--- config.mk ---
export PLATFORM = sky130hd
export DESIGN_NAME = cwpd_ram
export DESIGN_NICKNAME = d
export VERILOG_FILES = /design/src/hdl/capacitive_water_presence_detector_assert.svh /design/src/hdl/cwpd_ram.sv
export SDC_FILE = /design/constraint.sdc
export NUM_CORES = 1
export LEC_CHECK = 0
export ABC_CLOCK_PERIOD_IN_PS = 4080
export CAP_MARGIN = 20
export CORE_MARGIN = 3
export CORE_UTILIZATION = 63
export CTS_CLUSTER_DIAMETER = 150
export DETAILED_ROUTE_END_ITERATION = 6
export DONT_BUFFER_PORTS = 1
export PLACE_DENSITY = 0.88
export REMOVE_ABC_BUFFERS = 1
export SLEW_MARGIN = 20
export SYNTH_ARGS = -nofsm -noshare
export SYNTH_HDL_FRONTEND = slang
export SYNTH_SLANG_ARGS = --single-unit
--- constraint.sdc ---
create_clock -name clk -period 4.08 [get_ports clk]
set_input_delay 0.408 -clock clk [delete_from_list [all_inputs] [get_ports clk]]
set_output_delay 0.408 -clock clk [all_outputs]
set_load 0.02 [all_outputs]
--- src/hdl/capacitive_water_presence_detector_assert.svh ---
// Assertion macros for the capacitive water presence detector.
// Users provide clk and rst in scope; no other dependencies.
`ifndef CAPACITIVE_WATER_PRESENCE_DETECTOR_ASSERT_SVH
`define CAPACITIVE_WATER_PRESENCE_DETECTOR_ASSERT_SVH
`ifndef SYNTHESIS
// same-cycle implication
`define CWPD_ASSERT_IMP(name, ante, cons) \
  name: assert property (@(posedge clk) disable iff (rst) (ante) |-> (cons)) \
    else $error("cwpd check failed");
// next-cycle implication
`define CWPD_ASSERT_NXT(name, ante, cons) \
  name: assert property (@(posedge clk) disable iff (rst) (ante) |=> (cons)) \
    else $error("cwpd check failed");
`else
`define CWPD_ASSERT_IMP(name, ante, cons)
`define CWPD_ASSERT_NXT(name, ante, cons)
`endif
`endif

--- src/hdl/cwpd_ram.sv ---
// Generic simple dual-port RAM with registered read.
// No dependencies.
module cwpd_ram #(
  parameter int WIDTH = 32,
  parameter int DEPTH = 16
) (
  input  logic                                     clk,
  input  logic                                     we,
  input  logic [((DEPTH > 1) ? $clog2(DEPTH) : 1)-1:0] waddr,
  input  logic [WIDTH-1:0]                         wdata,
  input  logic [((DEPTH > 1) ? $clog2(DEPTH) : 1)-1:0] raddr,
  output logic [WIDTH-1:0]                         rdata
);
  logic [WIDTH-1:0] mem [DEPTH];

  always_ff @(posedge clk) begin
    if (we) begin
      mem[waddr] <= wdata;
    end
    rdata <= mem[raddr];
  end
endmodule

Word level (Yosys, flattened, before mapping)
Memories as Yosys holds them, arrays and structs flattened. A register that Yosys moved wholly into a read port is not among the register bits.
Index checks and enable logic that the tools add are counted.

storage, ports and cells
  memories = 1
  bits in writable memories = 512
  word-level logic and storage cells = 3
  flip-flop bits (word level) = 0

memories
  memory  words  bits a word  read ports  clocked after memory_dff  write ports  line            source
  mem     16     32           1           1                         1            cwpd_ram.sv:14  logic [WIDTH-1:0] mem [DEPTH];

operators by class
  muxes and demuxes = 2

operators by type and width
  operator  count
  $mux W1   2

Logic depth before layout (Yosys ltp)
  word-level depth = 2
  mapped depth = 5

Worst setup path after synthesis
No wires, ideal clock.

  kind = input-to-reg
  start point = in waddr[2] (netlist name)
  end point = mem mem[0][0], enable pin
  arrival = 3.126 ns
  cell stages on the path = 2
  setup slack = 0.492 ns
  cells stage by stage = or3b_2 nor3_1

RTL lines
  item                line            source
  start: declaration  cwpd_ram.sv:9   input logic [((DEPTH > 1) ? $clog2(DEPTH) : 1)-1:0] waddr,
  end: declaration    cwpd_ram.sv:14

Straight into the memory's write port.

Worst setup path after layout
  start point = in waddr[2] (netlist name)
  end point = mem mem[2][30], enable pin

Straight into the memory's write port.

==> results.py <==
metrics = {
    "run_status": {
        "status": "complete, no violations",
    },
    "power": {
        "p_per_area_mw_per_mm2": 501,
        "ir_drop_uv": 336,
        "power.leakage_nw": 7.05,
    },
    "setup_path": {
        "cp_slowest_cell": "nor2_4",
        "cp.arrival_ns": 1.88,
        "r2r_start": "mem[3][22]",
        "path_class": "in -> reg",
        "rr_endpoint": "rdata[22]",
        "path_cells": "or3b_2 -> nor2_4",
        "critPathCaptureType": "register",
        "path_buf_inv": 0,
        "crit_path_start_kind": "input pin",
        "rrSetupSlack_ns": 2.55,
        "crit_path_max_incr_delay_ns": 0.84,
        "crit_family": "simple AND/OR/NAND/NOR gates",
        "worstPathRequired_ns": 4.25,
        "ff2ff_path_depth": 3,
        "cp_max_fo": 32,
    },
    "global_route": {
        "grt_max_degree": 129,
        "antenna_found_initial": 1,
        "grt.total_usage_pct": 25.7,
        "grt_pass1_vias": 9631,
        "grt_overflow_total": 0,
        "grt_pass1_wl_mm": 63.3,
    },
    "synth": {
        "yosys.area_share.adder_pct": 0,
        "yosysMostFrequentCell": "edfxtp_1",
        "synthSimpleGateAreaFrac_pct": 1.27,
        "synthTopCellsByArea": "edfxtp_1 77%, mux4_2 15%, dfxtp_1 3.2%",
        "synth_flop_cell": "edfxtp_1",
        "yosysWarnings": 0,
        "yosysTopAreaCell": "edfxtp_1",
        "synth_common_cells": "512 x edfxtp_1, 128 x mux4_2, 64 x a22oi_1",
        "yosysUniqueCellTypes": 18,
        "synth-compound-area-share_pct": 2.42,
        "postSynthCellCount": 838,
        "yosys_register_bits": 544,
        "synth_top_family_by_area": "multiplexers",
        "async_flop_share_pct": 0,
        "synth_top_cell_area_share_pct": 77.4,
        "muxShareOfSynthArea_pct": 14.5,
        "seq_area_frac_synth_pct": 80.7,
        "synth_area_per_cell_um2": 23.7,
        "yosys.area_share.xor_xnor_pct": 0,
        "synth_edf_count": 512,
        "syn_area_mm2": 0.0199,
    },
    "routing": {
        "drc_errors": 0,
        "first_iter_violations": 1370,
        "vias": 9188,
        "drt_wl_total_mm": 44.9,
        "ant_nets": 0,
        "wl_per_cell_um": 33.7,
        "via_per_inst": 6.90,
        "drt_pass1_iterations": 5,
    },
    "placed_design": {
        "gp_congestion": 0.755,
        "portBuffers": 0,
        "dp_hpwl_mm": 20.8,
        "post-place-ws_ns": 1.80,
    },
    "timing": {
        "hold_viol": 0,
        "fin_crit_sh_pct": 41.9,
        "grt_setup_unrepaired": "no",
        "worst_hold_slack_ns": 0.202,
        "setup_violations": 0,
        "slew-limit-headroom_pct": 29.0,
        "max_freq_mhz": 585,
        "worst_slack_ns": 2.37,
        "worst_pin_slew_ns": 1.06,
        "drv_slew": 0,
        "skew_ns": 0.0160,
        "fin_tns_setup_ns": 0,
        "finalCriticalPeriod_ns": 1.71,
    },
    "floorplanning": {
        "dieArea_mm2": 0.0337,
        "coreArea_mm2": 0.0308,
        "io_pins": 74,
        "die_w_um": 184,
        "floorplan.initialDensity_pct": 64.4,
        "die_h_um": 184,
        "core.rowCount": 64,
    },
    "cts": {
        "path_clk_slew_ns": 0.06,
        "ctsResizeCount": 0,
        "cts_made_buffers": 50,
        "cts.htree.levels": 2,
        "cts_root_buffer": "clkbuf_16",
        "clk_latency_ns": 0.56,
        "cts_tree": "built",
        "cts.path.max_buffers": 3,
        "clkSinkCount": 544,
    },
    "min_path": {
        "hold_path_class": "in -> reg",
        "whs_path_depth": 3,
        "hold_path_end": "rdata[3]",
        "holdCritStartpoint": "raddr[1]",
    },
    "finish": {
        "nNetsFinal": 936,
        "area_delta_synth_final_pct": 13.1,
        "drive_gt1_share_pct": 25.3,
    },
    "run": {
        "maxCapViolCount": 0,
    },
}
-- stage by stage --
step | area (µm²) | cells | util [%] | power, mW
2_1_floorplan | 19600 | 795 | - | 6.68
3_3_place_gp | 20300 | 1195 | 65.8 | 6.76
3_5_place_dp | 20400 | 1198 | 66.1 | 6.78
4_1_cts | 22200 | 1321 | 72.1 | 11.2
5_1_grt | 22500 | 1330 | 72.8 | 11.5
6_report | 22500 | 1331 | 72.8 | 11.2
-- state kept, by name, summed over array words and instances, names as in the netlist --
name	flops
mem	512
rdata	32
-- worst max-delay path by stage --
stage	start	endpoint	slack [ns]	depth (start not counted)
finish	waddr[2]	mem[2][30]	2.37	2
floorplan	waddr[2]	mem[0][0]	0.49	2
detailed placement	waddr[2]	mem[3][1]	1.80	2
global route	waddr[2]	mem[2][5]	2.33	2
CTS	waddr[2]	mem[10][1]	2.31	2
global placement	waddr[2]	mem[3][25]	1.85	2
-- logic make-up (layout without fill, tap and decap cells) --
logic type	after synthesis	in the layout
flip-flops	544	544
multiplexers	128	128
AO/OA/AOI/OAI	64	64
AND/OR/NAND/NOR	59	59
buffers and inverters	43	138
other	0	2
-- routing by layer --
metal  wire (µm)  vias to the layer above  track usage (%)
met3        3480                       70             4.63
met4        1160                        0             7.53
met2       24000                      564             43.5
met5           0                        -                0
met1       16300                     4866             35.2
li1            -                     3688                -
-- cells in the final DEF, fill, tap and decap left out, types with 10 or more instances in the layout --
master / synthesis / layout
buf_16: 0 / 10
dlygate4sd3_1: 0 / 32
dfxtp_1: 32 / 32
clkbuf_16: 0 / 51
a22oi_1: 64 / 64
edfxtp_1: 512 / 512
mux4_2: 128 / 128
nand2_1: 33 / 33
clkbuf_1: 17 / 15
nor2_4: 0 / 13
-- report_power, final --
group	leakage, nW	switching (mW)	internal (mW)	total [mW]
Clock	0.743	1.99	2.46	4.45
Sequential	4.89	0.101	6.25	6.35
Combinational	1.41	0.237	0.202	0.439
-- what timing repair did --
action / in CTS / in global routing
endpoints found under the hold margin: 512 / 0
hold buffers: 32 / 0
buffers inserted: 0 / 0
-- final cells by class --
| class | count | area [µm²] |
|---|---|---|
| sequential | 544 | 16000 |
| fill | 1537 | 8370 |
| multi-input combinational | 251 | 3750 |
| clock buffer | 71 | 1400 |
| timing repair buffer | 47 | 646 |
| tap | 396 | 495 |
| clock inverter | 20 | 144 |
| antenna | 2 | 5.00 |
Power figures use the tool's default switching activity.
