**config.mk**
```make
export PLATFORM = sky130hd
export DESIGN_NAME = cwpd_div
export DESIGN_NICKNAME = d
export VERILOG_FILES = /design/src/hdl/capacitive_water_presence_detector_assert.svh /design/src/hdl/cwpd_pkg.sv /design/src/hdl/cwpd_div.sv
export SDC_FILE = /design/constraint.sdc
export NUM_CORES = 1
export LEC_CHECK = 0
export ABC_AREA = 1
export ABC_CLOCK_PERIOD_IN_PS = 9100
export BUFFER_PORTS_ARGS = -buffer_cell sky130_fd_sc_hd__buf_4
export CAP_MARGIN = 10
export CORE_MARGIN = 2
export CORE_UTILIZATION = 45
export CTS_BUF_LIST = sky130_fd_sc_hd__clkbuf_8
export CTS_CLUSTER_DIAMETER = 200
export DETAILED_ROUTE_END_ITERATION = 12
export PLACE_DENSITY = 0.77
export SYNTH_ARGS = -nofsm -noshare
export SYNTH_HDL_FRONTEND = slang
export SYNTH_SLANG_ARGS = --single-unit
```
**constraint.sdc**
```tcl
create_clock -name clk -period 9.1 [get_ports clk]
set_clock_uncertainty 0.15 [all_clocks]
set_input_delay 0 -clock clk [delete_from_list [all_inputs] [get_ports clk]]
set_output_delay 0 -clock clk [all_outputs]
set_load 0.1 [all_outputs]
```
**src/hdl/capacitive_water_presence_detector_assert.svh**
```systemverilog
// Assertion macros for the capacitive water presence detector.
// Users provide clk and rst in scope; no other dependencies.
`ifndef CAPACITIVE_WATER_PRESENCE_DETECTOR_ASSERT_SVH
`define CAPACITIVE_WATER_PRESENCE_DETECTOR_ASSERT_SVH
`ifndef SYNTHESIS
// same-cycle implication
`define CWPD_ASSERT_IMP(name, ante, cons) \
  name: assert property (@(posedge clk) disable iff (rst) (ante) |-> (cons)) \
    else $error("cwpd check failed");
// next-cycle implication
`define CWPD_ASSERT_NXT(name, ante, cons) \
  name: assert property (@(posedge clk) disable iff (rst) (ante) |=> (cons)) \
    else $error("cwpd check failed");
`else
`define CWPD_ASSERT_IMP(name, ante, cons)
`define CWPD_ASSERT_NXT(name, ante, cons)
`endif
`endif

```
**src/hdl/cwpd_pkg.sv**
```systemverilog
// Shared constants and types for the capacitive water presence detector.
// No dependencies.
package cwpd_pkg;

  // window depths and wet timeout
  localparam int SHORT_DEPTH  = 8;
  localparam int SLOW_DEPTH   = 64;
  localparam int MEAN_DEPTH   = 200;
  localparam int SQUARE_DEPTH = 30;
  localparam int RANGE_DEPTH  = 128;
  localparam logic [31:0] WET_TIMEOUT_MS = 32'd18000000;

  // ring positions, fills and exact totals
  localparam int SHORT_POS_W  = (SHORT_DEPTH > 1) ? $clog2(SHORT_DEPTH) : 1;
  localparam int SLOW_POS_W   = (SLOW_DEPTH > 1) ? $clog2(SLOW_DEPTH) : 1;
  localparam int MEAN_POS_W   = (MEAN_DEPTH > 1) ? $clog2(MEAN_DEPTH) : 1;
  localparam int SQUARE_POS_W = (SQUARE_DEPTH > 1) ? $clog2(SQUARE_DEPTH) : 1;
  localparam int RANGE_POS_W  = (RANGE_DEPTH > 1) ? $clog2(RANGE_DEPTH) : 1;
  localparam int SHORT_FILL_W  = $clog2(SHORT_DEPTH + 1);
  localparam int SLOW_FILL_W   = $clog2(SLOW_DEPTH + 1);
  localparam int MEAN_FILL_W   = $clog2(MEAN_DEPTH + 1);
  localparam int SQUARE_FILL_W = $clog2(SQUARE_DEPTH + 1);
  localparam int RANGE_FILL_W  = $clog2(RANGE_DEPTH + 1);
  localparam int SHORT_TOT_W  = 16 + $clog2(SHORT_DEPTH);
  localparam int SLOW_TOT_W   = 16 + $clog2(SLOW_DEPTH);
  localparam int MEAN_TOT_W   = 16 + $clog2(MEAN_DEPTH);
  localparam int SQUARE_TOT_W = 32 + $clog2(SQUARE_DEPTH);
  localparam int ACC_W        = SQUARE_TOT_W;

  // one shared RAM, one region per window
  localparam int SHORT_BASE  = 0;
  localparam int SLOW_BASE   = SHORT_BASE + SHORT_DEPTH;
  localparam int MEAN_BASE   = SLOW_BASE + SLOW_DEPTH;
  localparam int SQUARE_BASE = MEAN_BASE + MEAN_DEPTH;
  localparam int RANGE_BASE  = SQUARE_BASE + SQUARE_DEPTH;
  localparam int RAM_DEPTH   = RANGE_BASE + RANGE_DEPTH;
  localparam int RAM_W       = 32;
  localparam int ADDR_W      = $clog2(RAM_DEPTH);

  // divider sizes: covers window totals and the EMA numerator
  localparam int DIV_NUM_W = 41;
  localparam int DIV_DEN_W = 17;

  // modes
  localparam logic [1:0] MODE_DYNAMIC  = 2'd0;
  localparam logic [1:0] MODE_DISCRETE = 2'd1;
  localparam logic [1:0] MODE_ENVELOPE = 2'd2;

  // register indexes
  localparam int CFG_IDX_W = 3;
  localparam logic [CFG_IDX_W-1:0] REG_MODE       = 3'd0;
  localparam logic [CFG_IDX_W-1:0] REG_OFFSET     = 3'd1;
  localparam logic [CFG_IDX_W-1:0] REG_VAR_LIMIT  = 3'd2;
  localparam logic [CFG_IDX_W-1:0] REG_SPAN       = 3'd3;
  localparam logic [CFG_IDX_W-1:0] REG_RISE       = 3'd4;
  localparam logic [CFG_IDX_W-1:0] REG_FALL       = 3'd5;
  localparam logic [CFG_IDX_W-1:0] REG_ENTER      = 3'd6;
  localparam logic [CFG_IDX_W-1:0] REG_LEAVE      = 3'd7;

  // divider status
  typedef struct packed {
    logic busy;
    logic done;
  } div_stat_t;

endpackage

```
**src/hdl/cwpd_div.sv**
```systemverilog
// Shift-subtract unsigned divider, one quotient bit per cycle.
// Depends on cwpd_pkg.
module cwpd_div import cwpd_pkg::*; (
  input  logic                 clk,
  input  logic                 rst,
  input  logic                 flush,
  input  logic                 start,
  input  logic [DIV_NUM_W-1:0] num,
  input  logic [DIV_DEN_W-1:0] den,
  output div_stat_t            stat,
  output logic [DIV_NUM_W-1:0] quo
);
  localparam int CNT_W = $clog2(DIV_NUM_W + 1);

  logic [DIV_DEN_W-1:0] rem;
  logic [DIV_DEN_W-1:0] den_r;
  logic [CNT_W-1:0]     cnt;
  logic                 busy;
  logic                 done;
  logic [DIV_DEN_W:0]   trial;
  logic                 take;

  // one restoring step
  assign trial = {rem, quo[DIV_NUM_W-1]};
  assign take  = trial >= {1'b0, den_r};

  always_ff @(posedge clk) begin
    if (rst || flush) begin
      busy <= 1'b0;
      done <= 1'b0;
      cnt  <= '0;
    end else begin
      done <= busy && (cnt == CNT_W'(1));
      if (start) begin
        busy  <= 1'b1;
        cnt   <= CNT_W'(DIV_NUM_W);
        rem   <= '0;
        quo   <= num;
        den_r <= den;
      end else if (busy) begin
        rem <= take ? DIV_DEN_W'(trial - {1'b0, den_r}) : trial[DIV_DEN_W-1:0];
        quo <= {quo[DIV_NUM_W-2:0], take};
        cnt <= cnt - 1'b1;
        if (cnt == CNT_W'(1)) begin
          busy <= 1'b0;
        end
      end
    end
  end

  assign stat.busy = busy;
  assign stat.done = done;
endmodule

```
======== Yosys cells after proc, flatten, opt, wreduce, memory -nomap -nowiden ========
Index checks and enable logic that the tools add are counted.
Widths: inputs -> output; s select.
cells by class
  add/sub/neg operators ................... 2
  order comparisons ....................... 1
  equality and inequality tests ........... 1
  multiplexer cells ....................... 9
  bitwise logic cells ..................... 1
  reduce and logical (&&, ||, !) cells .... 6
operator list
  operator             count
  $mux 41              2
  $mux 17              2
  $ge 18x17->1         1
  $sub 17x17->17       1
  $mux 6               2
  $eq 6x1->1 const B   1
  $sub 6x1->6 const B  1
  $reduce_and 2->1     2
  $mux 1               3
  $reduce_bool 2->1    1
  $reduce_or 2->1      1
  $logic_and 1x1->1    1
  $logic_or 1x1->1     1
  $not 1->1            1
storage, ports and cells
  register bits ........................... 83
  input port bits ......................... 62
  output and inout port bits .............. 43
  logic and storage cells ................. 27

======== Depth between registers and ports, before layout ========
Gate-level depths: netlist of the first run.
  depth after elaboration ................. 4
  mapped depth ............................ 14
  gate-level depth less buffers ........... 14

======== Worst setup path before layout of the first run ========
OpenSTA, ideal clock, no wires.
  path kind ............................... input to register
  start ................................... in start
  end ..................................... reg quo[0], enable pin
  library setup time ...................... 0.417 ns
  arrival ................................. 2.679 ns
  data required time ...................... 8.533 ns
  path slack .............................. 5.853 ns
  stages .................................. 6
  buffers on the path ..................... 2
  cell sequence ........................... buf_2 -> clkinv_1 -> buf_2 -> nor2_1 -> inv_1 -> nand2_1
between the ends
  word-level cells in the longest chain between the ends .. 2
ends and longest elaborated chain
  item                                line            RTL
  start, declared                     cwpd_div.sv:7   input logic start,
  $reduce_bool 2->1 (no source line)  --
  $reduce_and 2->1 (no source line)   --
  end signal, assigned                cwpd_div.sv:38  quo <= num;
  end signal, assigned                cwpd_div.sv:42  quo <= {quo[DIV_NUM_W-2:0], take};
  end, declared                       cwpd_div.sv:11  output logic [DIV_NUM_W-1:0] quo
No other way between the ends.
A chain may end at the register's enable or synchronous reset.

======== Worst setup path in the final report of the first run ========
  start ................................... in rst
  end ..................................... reg rem[1], enable pin
between the ends
  word-level cells in the longest chain between the ends .. 3
ends and longest elaborated chain
  item                               line            RTL
  start, declared                    cwpd_div.sv:5   input logic rst,
  $logic_or 1x1->1                   cwpd_div.sv:28  if (rst || flush) begin
  $not 1->1 (no source line)         --
  $reduce_and 2->1 (no source line)  --
  end signal, assigned               cwpd_div.sv:41  rem <= take ? DIV_DEN_W'(trial - {1'b0, den_r}) : trial[DIV_DEN_W-1:0];
  end, declared                      cwpd_div.sv:15  logic [DIV_DEN_W-1:0] rem;
No other way between the ends.

==> results of run 1 <==
power by group:
part	switching [mW]	internal [mW]
Clock	0.139	0.163
Combinational	0.149	0.0815
Sequential	0.00976	0.438
Yosys cell counts (all sizes together) (2+ instances only):
cell    count
a21oi      16
buf         7
clkbuf      8
clkinv      2
dfxtp       8
edfxtp     75
ha         19
inv        68
nand2     218
nand3      22
nand3b      2
nand4       2
nor2       65
nor3        5
o21ai      17
or2         2
xnor2       2
xor2        6
worst max-delay path by stage:
stage	start	endpoint	depth (start not counted)
after detailed placement	quo[40]$_DFFE_PP_	quo[0]$_DFFE_PP_	10
after global placement	quo[40]$_DFFE_PP_	quo[0]$_DFFE_PP_	10
after global routing	rst	rem[1]$_SDFFCE_PP0P_	9
final	rst	rem[1]$_SDFFCE_PP0P_	9
after floorplan	start	quo[0]$_DFFE_PP_	6
after CTS	rst	quo[34]$_DFFE_PP_	9
layer usage:
| layer | vias up | share of wire (%) |
|---|---|---|
| met5 | - | 0 |
| met4 | 0 | 3.5 |
| met3 | 38 | 7.0 |
| met2 | 154 | 48 |
| met1 | 1923 | 42 |
| li1 | 2063 | - |
cells by family after synthesis:
family | count (synthesis) | synth area share, %
compound gates | 35 | 4.46
fa+ha+maj | 20 | 5.60
flops | 83 | 52.4
simple gates | 318 | 28.4
xor+xnor | 8 | 1.52
buf+inv | 85 | 7.67
cell type report:
class                      count  share of cell area [%]
clock buffer                  10                    2.18
clock inverter                 6                    1.37
inverter                      70                    4.16
timing repair buffer         167                    22.2
multi-input combinational    381                    29.2
sequential                    83                    38.2
tap                          133                    2.64
state kept, by name, summed over array words and instances (netlist names):
register / flops
den_r: 17
done: 1
quo: 41
busy: 1
rem: 17
cnt: 6
worst min-delay path, delay by kind of cell:
family	cells	cell delay (ns)
buffers and inverters	1	0.25
and+or+nand+nor	1	0.16
AOI/OAI and AO/OA	1	0.07
metrics by stage:
stage / setup slack, ns / instance area [sq um] / std cells / hold WS [ns] / utilization [%]
after CTS: 6.60 / 6310 / 850 / 0.00708 / 64.0
after floorplan: 5.85 / 4600 / 549 / -0.0511 / -
after global placement: 6.76 / 5490 / 774 / 0.0296 / 55.6
after detailed placement: 6.68 / 5490 / 774 / 0.0296 / 55.6
final: 6.59 / 6310 / 850 / 0.0333 / 64.0
after global routing: 6.45 / 6310 / 850 / 0.0401 / 64.0
cells in the final DEF (no fill, tap or decap):
| cell type | n |
|---|---|
| nor2_1 | 56 |
| nand3b_1 | 2 |
| o21bai_1 | 1 |
| a31oi_1 | 1 |
| and3_1 | 1 |
| dfxtp_1 | 8 |
| inv_2 | 2 |
| fa_1 | 1 |
| clkinv_2 | 1 |
| o21ai_1 | 7 |
| clkinv_1 | 2 |
| nand2_4 | 1 |
| nand2_2 | 7 |
| buf_4 | 107 |
| inv_6 | 2 |
| nor3_1 | 4 |
| clkbuf_8 | 10 |
| or2_1 | 1 |
| dlygate4sd3_1 | 60 |
| nand4_1 | 2 |
| nor3_2 | 1 |
| ha_1 | 19 |
| a21oi_1 | 16 |
| xnor2_1 | 2 |
| edfxtp_1 | 75 |
| xor2_1 | 6 |
| nor2_2 | 9 |
| nand2_1 | 210 |
| o21ai_0 | 3 |
| o21ai_2 | 7 |
| or2_2 | 1 |
| bufinv_16 | 2 |
| and2_1 | 1 |
| nand3_1 | 21 |
| inv_1 | 67 |
| nand3_2 | 1 |
==> run_results.csv, run 1 <==
group,metric,value,unit
cells_and_area,fin_nets,794,
critical_path,crit_path_end_kind,"register",
cells_and_area,area_delta_synth_final,37.1,%
die,dieArea,11100,sq um
yosys,yosys_warnings,0,
critical_path,startpoint_type,"input pin",
yosys,synth_flop_cell,"edfxtp_1",
global_route,grt_pass1_wl,19.3,mm
clock_tree,cts_repair_resize_count,0,
worst_hold_path,hold_path_depth,3,
global_route,grt_use_met3,6.99,%
die,core-area,9860,sq um
drt,wirelength,11.6,mm
clock_tree,cts_tree,"yes",
clock_tree,cts_sinks,83,
timing,fin_crit,2.51,ns
yosys,avgSynthCellArea,8.38,sq um
clock_tree,hold_buffers,60,
worst_hold_path,min_to,"cnt[0]$_SDFFE_PP0P_",
yosys,synth_area_leaders,"edfxtp_1 49%, nand2_1 17%, inv_1 5.4%",
worst_hold_path,hp-class,"input pin to register",
cells_and_area,final-seq-area,2410,sq um
worst_hold_path,min_from,"start",
global_route,grt_pass1_vias,4350,
global_route,grt_use_total,21.8,%
timing,drv_slew,0,
critical_path,worstReg2RegStart,"quo[40]$_DFFE_PP_",
yosys,synth_area,4600,sq um
global_route,use_met2,36.8,%
critical_path,cp_max_fo,58,
yosys,synth.top_cell.area_share,48.9,%
placement,post-dp-hpwl,7.46,mm
yosys,async_flop_share,0,%
yosys,synth_seq_area_share,52.4,%
global_route,busiest_layer,"met2",
drt,via_per_inst,4.92,
clock_tree,path_clk_slew,0.09,ns
critical_path,crit_chain,"dlygate4sd3_1, buf_4, nor2_1, dlygate4sd3_1, inv_1, nor2_1, inv_1, nand2_2, buf_4",
drt,drc,0,
timing,min_period_over_period,27.6,%
drt,first_pass_iters,4,
global_route,grt_overflow_total,0,
die,die_y,105,um
yosys,syn_nets,631,
critical_path,timing.rr.end,"rem[0]$_SDFFCE_PP0P_",
timing,setup_tns,0,ns
timing,worst_pin_slew,0.768,ns
yosys,synth_edf_count,75,
clock_tree,htreeDepth,3,
drt,drt_iter0_markers,173,
placement,port_buffers,104,
clock_tree,cts_root_buf,"clkbuf_8",
global_route,grt_use_met1,24.9,%
flow_run,max_cap_violations,0,
critical_path,rrSetupSlack,6.67,ns
drt,num_vias,4178,
critical_path,worstPathArrival,2.35,ns
yosys,synth_cells,549,
cells_and_area,drive_above_1_share,21.1,%
drt,ant_nets,0,
die,ios,105,
timing,fmax,398,MHz
drt,wire_per_inst,13.7,um
critical_path,path_buf_inv,6,
die,fp-row-count,36,
placement,place_congestion,0.934,
critical_path,slowest_stage,"dlygate4sd3_1",
pwr,ir_worst_vdd,0.0836,mV
yosys,yosysTopAreaCell,"edfxtp_1",
timing,setup_viol,0,
critical_path,critPathRequiredTime,8.94,ns
pwr,p_total,0.980,mW
clock_tree,clk_latency,0.35,ns
pwr,p_leak,3.01,nW
global_route,grt_max_degree,60,
clock_tree,cts_setup_buffers,0,
critical_path,cp_top_family,"buffers and inverters",
critical_path,worst_r2r_path_depth,11,
cells_and_area,antenna_cells,0,
critical_path,crit_type,"input pin to register",
yosys,synth.distinct_cells,34,
die,start_util,46.7,%
timing,rsz0062_at_grt,"no",
pwr,power_density,155,nW/um^2
critical_path,max_stage_delay,0.61,ns
cells_and_area,fill_cells,760,
timing,hold_violations,0,
timing,slew_headroom,48.8,%
clock_tree,cts_made_buffers,9,
clock_tree,clockBufferDepth,2,
global_route,antenna_found_initial,0,
die,fp.dieW,105,um
yosys,ys_seq_elements,83,
status,outcome,"complete, no violations",
cells_and_area,multi_input_area,1840,sq um
Power figures use the tool's default switching activity.
==> run 2: changes to the inputs <==
--- a/config.mk
+++ b/config.mk
@@ -6,7 +6,7 @@
 export NUM_CORES = 1
 export LEC_CHECK = 0
 export ABC_AREA = 1
-export ABC_CLOCK_PERIOD_IN_PS = 9100
+export ABC_CLOCK_PERIOD_IN_PS = 2100
 export BUFFER_PORTS_ARGS = -buffer_cell sky130_fd_sc_hd__buf_4
 export CAP_MARGIN = 10
 export CORE_MARGIN = 2
@@ -14,7 +14,7 @@
 export CTS_BUF_LIST = sky130_fd_sc_hd__clkbuf_8
 export CTS_CLUSTER_DIAMETER = 200
 export DETAILED_ROUTE_END_ITERATION = 12
-export PLACE_DENSITY = 0.77
+export PLACE_DENSITY = 0.8
 export SYNTH_ARGS = -nofsm -noshare
 export SYNTH_HDL_FRONTEND = slang
 export SYNTH_SLANG_ARGS = --single-unit
==> constraint.sdc (replaced) <==
create_clock -name clk -period 2.1 [get_ports clk]
set_clock_uncertainty 0.15 [all_clocks]
set_input_delay 0 -clock clk [delete_from_list [all_inputs] [get_ports clk]]
set_output_delay 0 -clock clk [all_outputs]
set_load 0.1 [all_outputs]
==> run_results.csv, run 2 (synthesis gave the netlist of run 1 again) <==
group,metric,value,unit
status,violations,"negative setup slack",
drt,wire_per_inst,15.5,um
cells_and_area,multi_input_area,2190,sq um
cells_and_area,area_delta_synth_final,56.3,%
drt,via_per_inst,5.08,
cells_and_area,fin_nets,858,
cells_and_area,largest_reg_flops,41,
cells_and_area,reg_top3,"quo (41), den_r (17), rem (17)",
timing,rsz0062_at_grt,"yes",
cells_and_area,largest-register,"quo",
timing,min_period_over_period,108,%
timing,hold_violations,0,
critical_path,crit_type,"register to register",
die,die_y,105,um
global_route,grt_use_total,25.7,%
die,fp.dieW,105,um
pwr,power_density,617,nW/um^2
critical_path,crit_path_end_kind,"register",
pwr,ir_worst_vdd,0.445,mV
critical_path,worst_r2r_path_depth,11,
die,ios,105,
cells_and_area,final_cell_mix,"198 x nand2_1, 160 x buf_4, 75 x edfxtp_1, 63 x inv_1, 61 x dlygate4sd3_1",
critical_path,cp_max_fo,6,
clock_tree,htreeDepth,3,
clock_tree,cts_made_buffers,9,
cells_and_area,final_area,7190,sq um
pwr,p_leak,3.38,nW
drt,first_pass_iters,5,
critical_path,crit_cells,11,
drt,wirelength,14.2,mm
worst_hold_path,hold_path_depth,4,
global_route,grt_pass1_vias,4810,
global_route,grt_overflow_total,0,
critical_path,crit_chain,"ha_1, nand2_2, nor2_2, nand3_2, nand3_4, nand2_8, nand2_8, clkbuf_16, nand2_1, nor2_1, nor2_1",
timing,worst_slack,-0.167,ns
die,fp-row-count,36,
placement,place_congestion,0.926,
timing,fin_crit,2.27,ns
placement,port_buffers,104,
placement,post-dp-hpwl,8.24,mm
drt,num_vias,4641,
clock_tree,path_clk_slew,0.10,ns
timing,drv_slew,0,
die,start_util,46.7,%
cells_and_area,final-seq-area,2410,sq um
drt,ant_nets,0,
critical_path,path_buf_inv,1,
global_route,antenna_found_initial,0,
clock_tree,cts_root_buf,"clkbuf_8",
critical_path,slowest_stage,"edfxtp_1",
flow_run,max_cap_violations,0,
cells_and_area,layout_commonest_cell,"nand2_1",
timing,timing.hold.ws,0.112,ns
global_route,grt_pass1_wl,22.5,mm
die,dieArea,11100,sq um
timing,worst_pin_slew,0.672,ns
placement,postPlaceCellArea,5870,sq um
global_route,grt_max_degree,60,
drt,drt_iter0_markers,235,
cells_and_area,fill_cells,626,
critical_path,critPathRequiredTime,2.09,ns
drt,drc,0,
status,outcome,"finished, violations left",
cells_and_area,antenna_cells,0,
timing,slew_headroom,55.2,%
clock_tree,cts_tree,"yes",
timing,fmax,441,MHz
timing,setup_viol,17,
critical_path,cp_top_family,"simple AND/OR/NAND/NOR gates",
clock_tree,cts_sinks,83,
worst_hold_path,hp-class,"input pin to register",
critical_path,startpoint_type,"register",
clock_tree,clockBufferDepth,2,
clock_tree,clk_latency,0.38,ns
critical_path,max_stage_delay,0.41,ns
cells_and_area,drive_above_1_share,33.3,%
die,core-area,9860,sq um
critical_path,worstPathArrival,2.26,ns
run 2: worst reg2reg max path, stage by stage (launching register included):
cell and delay (ns):
edfxtp_1 0.41, ha_1 0.33, nand2_2 0.11, nor2_2 0.19, nand3_2 0.11, nand3_4 0.13, nand2_8 0.08, nand2_8 0.12
clkbuf_16 0.16, nand2_1 0.07, nor2_1 0.12, nor2_1 0.05
run 2: layout make-up:
cell class                      instances  share of cell area, %
Sequential cell                        83                   33.5
Inverter                               70                   3.76
Multi-Input combinational cell        382                   30.4
Tap cell                              133                   2.31
Clock buffer                            9                   1.72
Clock inverter                          7                   1.03
Timing Repair inverter                  1                 0.0870
Timing Repair Buffer                  229                   27.2
run 2: path summary, 6_finish.rpt:
kind | startpoint | to | slack, ns
max | rem[7]$_SDFFCE_PP0P_ | rem[13]$_SDFFCE_PP0P_ | -0.17
min | start | den_r[4]$_DFFE_PP_ | 0.11
max reg2reg | rem[7]$_SDFFCE_PP0P_ | rem[13]$_SDFFCE_PP0P_ | -0.17
min reg2reg | cnt[1]$_SDFFE_PP0P_ | cnt[1]$_SDFFE_PP0P_ | 0.33
run 2: per-layer routing:
layer,vias up,routed length [um],GRT usage (%)
met5,-,0,0
met4,0,658,13.5
met3,59,1060,6.30
met2,243,7120,45.4
met1,2148,5320,28.4
li1,2191,-,-
run 2: per-stage QoR:
step	setup WS, ns	setup TNS (ns)	utilization (%)	cells	total power [mW]
floorplan	-0.518	-8.64	-	549	2.64
global placement	-0.0521	-0.481	59.5	819	2.96
detailed placement	-0.110	-1.43	59.5	819	2.99
CTS	-0.0735	-2.36	70.1	905	4.33
global route	-0.317	-3.16	72.9	914	4.61
finish	-0.167	-1.84	72.9	914	4.44
run 2: what timing repair did:
action                                  CTS  global route
setup buffers                             8             6
cloned                                    1             3
endpoints found under the setup margin   18            94
endpoints found under the hold margin    66             7
gates resized for setup                  27            35
hold buffers                             61             1
pin swaps                                19            20
run 2: where the power goes:
| part | internal [mW] | switching (mW) |
|---|---|---|
| clock network | 0.559 | 0.658 |
| logic | 0.517 | 0.758 |
| registers | 1.90 | 0.0485 |
| total | 2.98 | 1.46 |
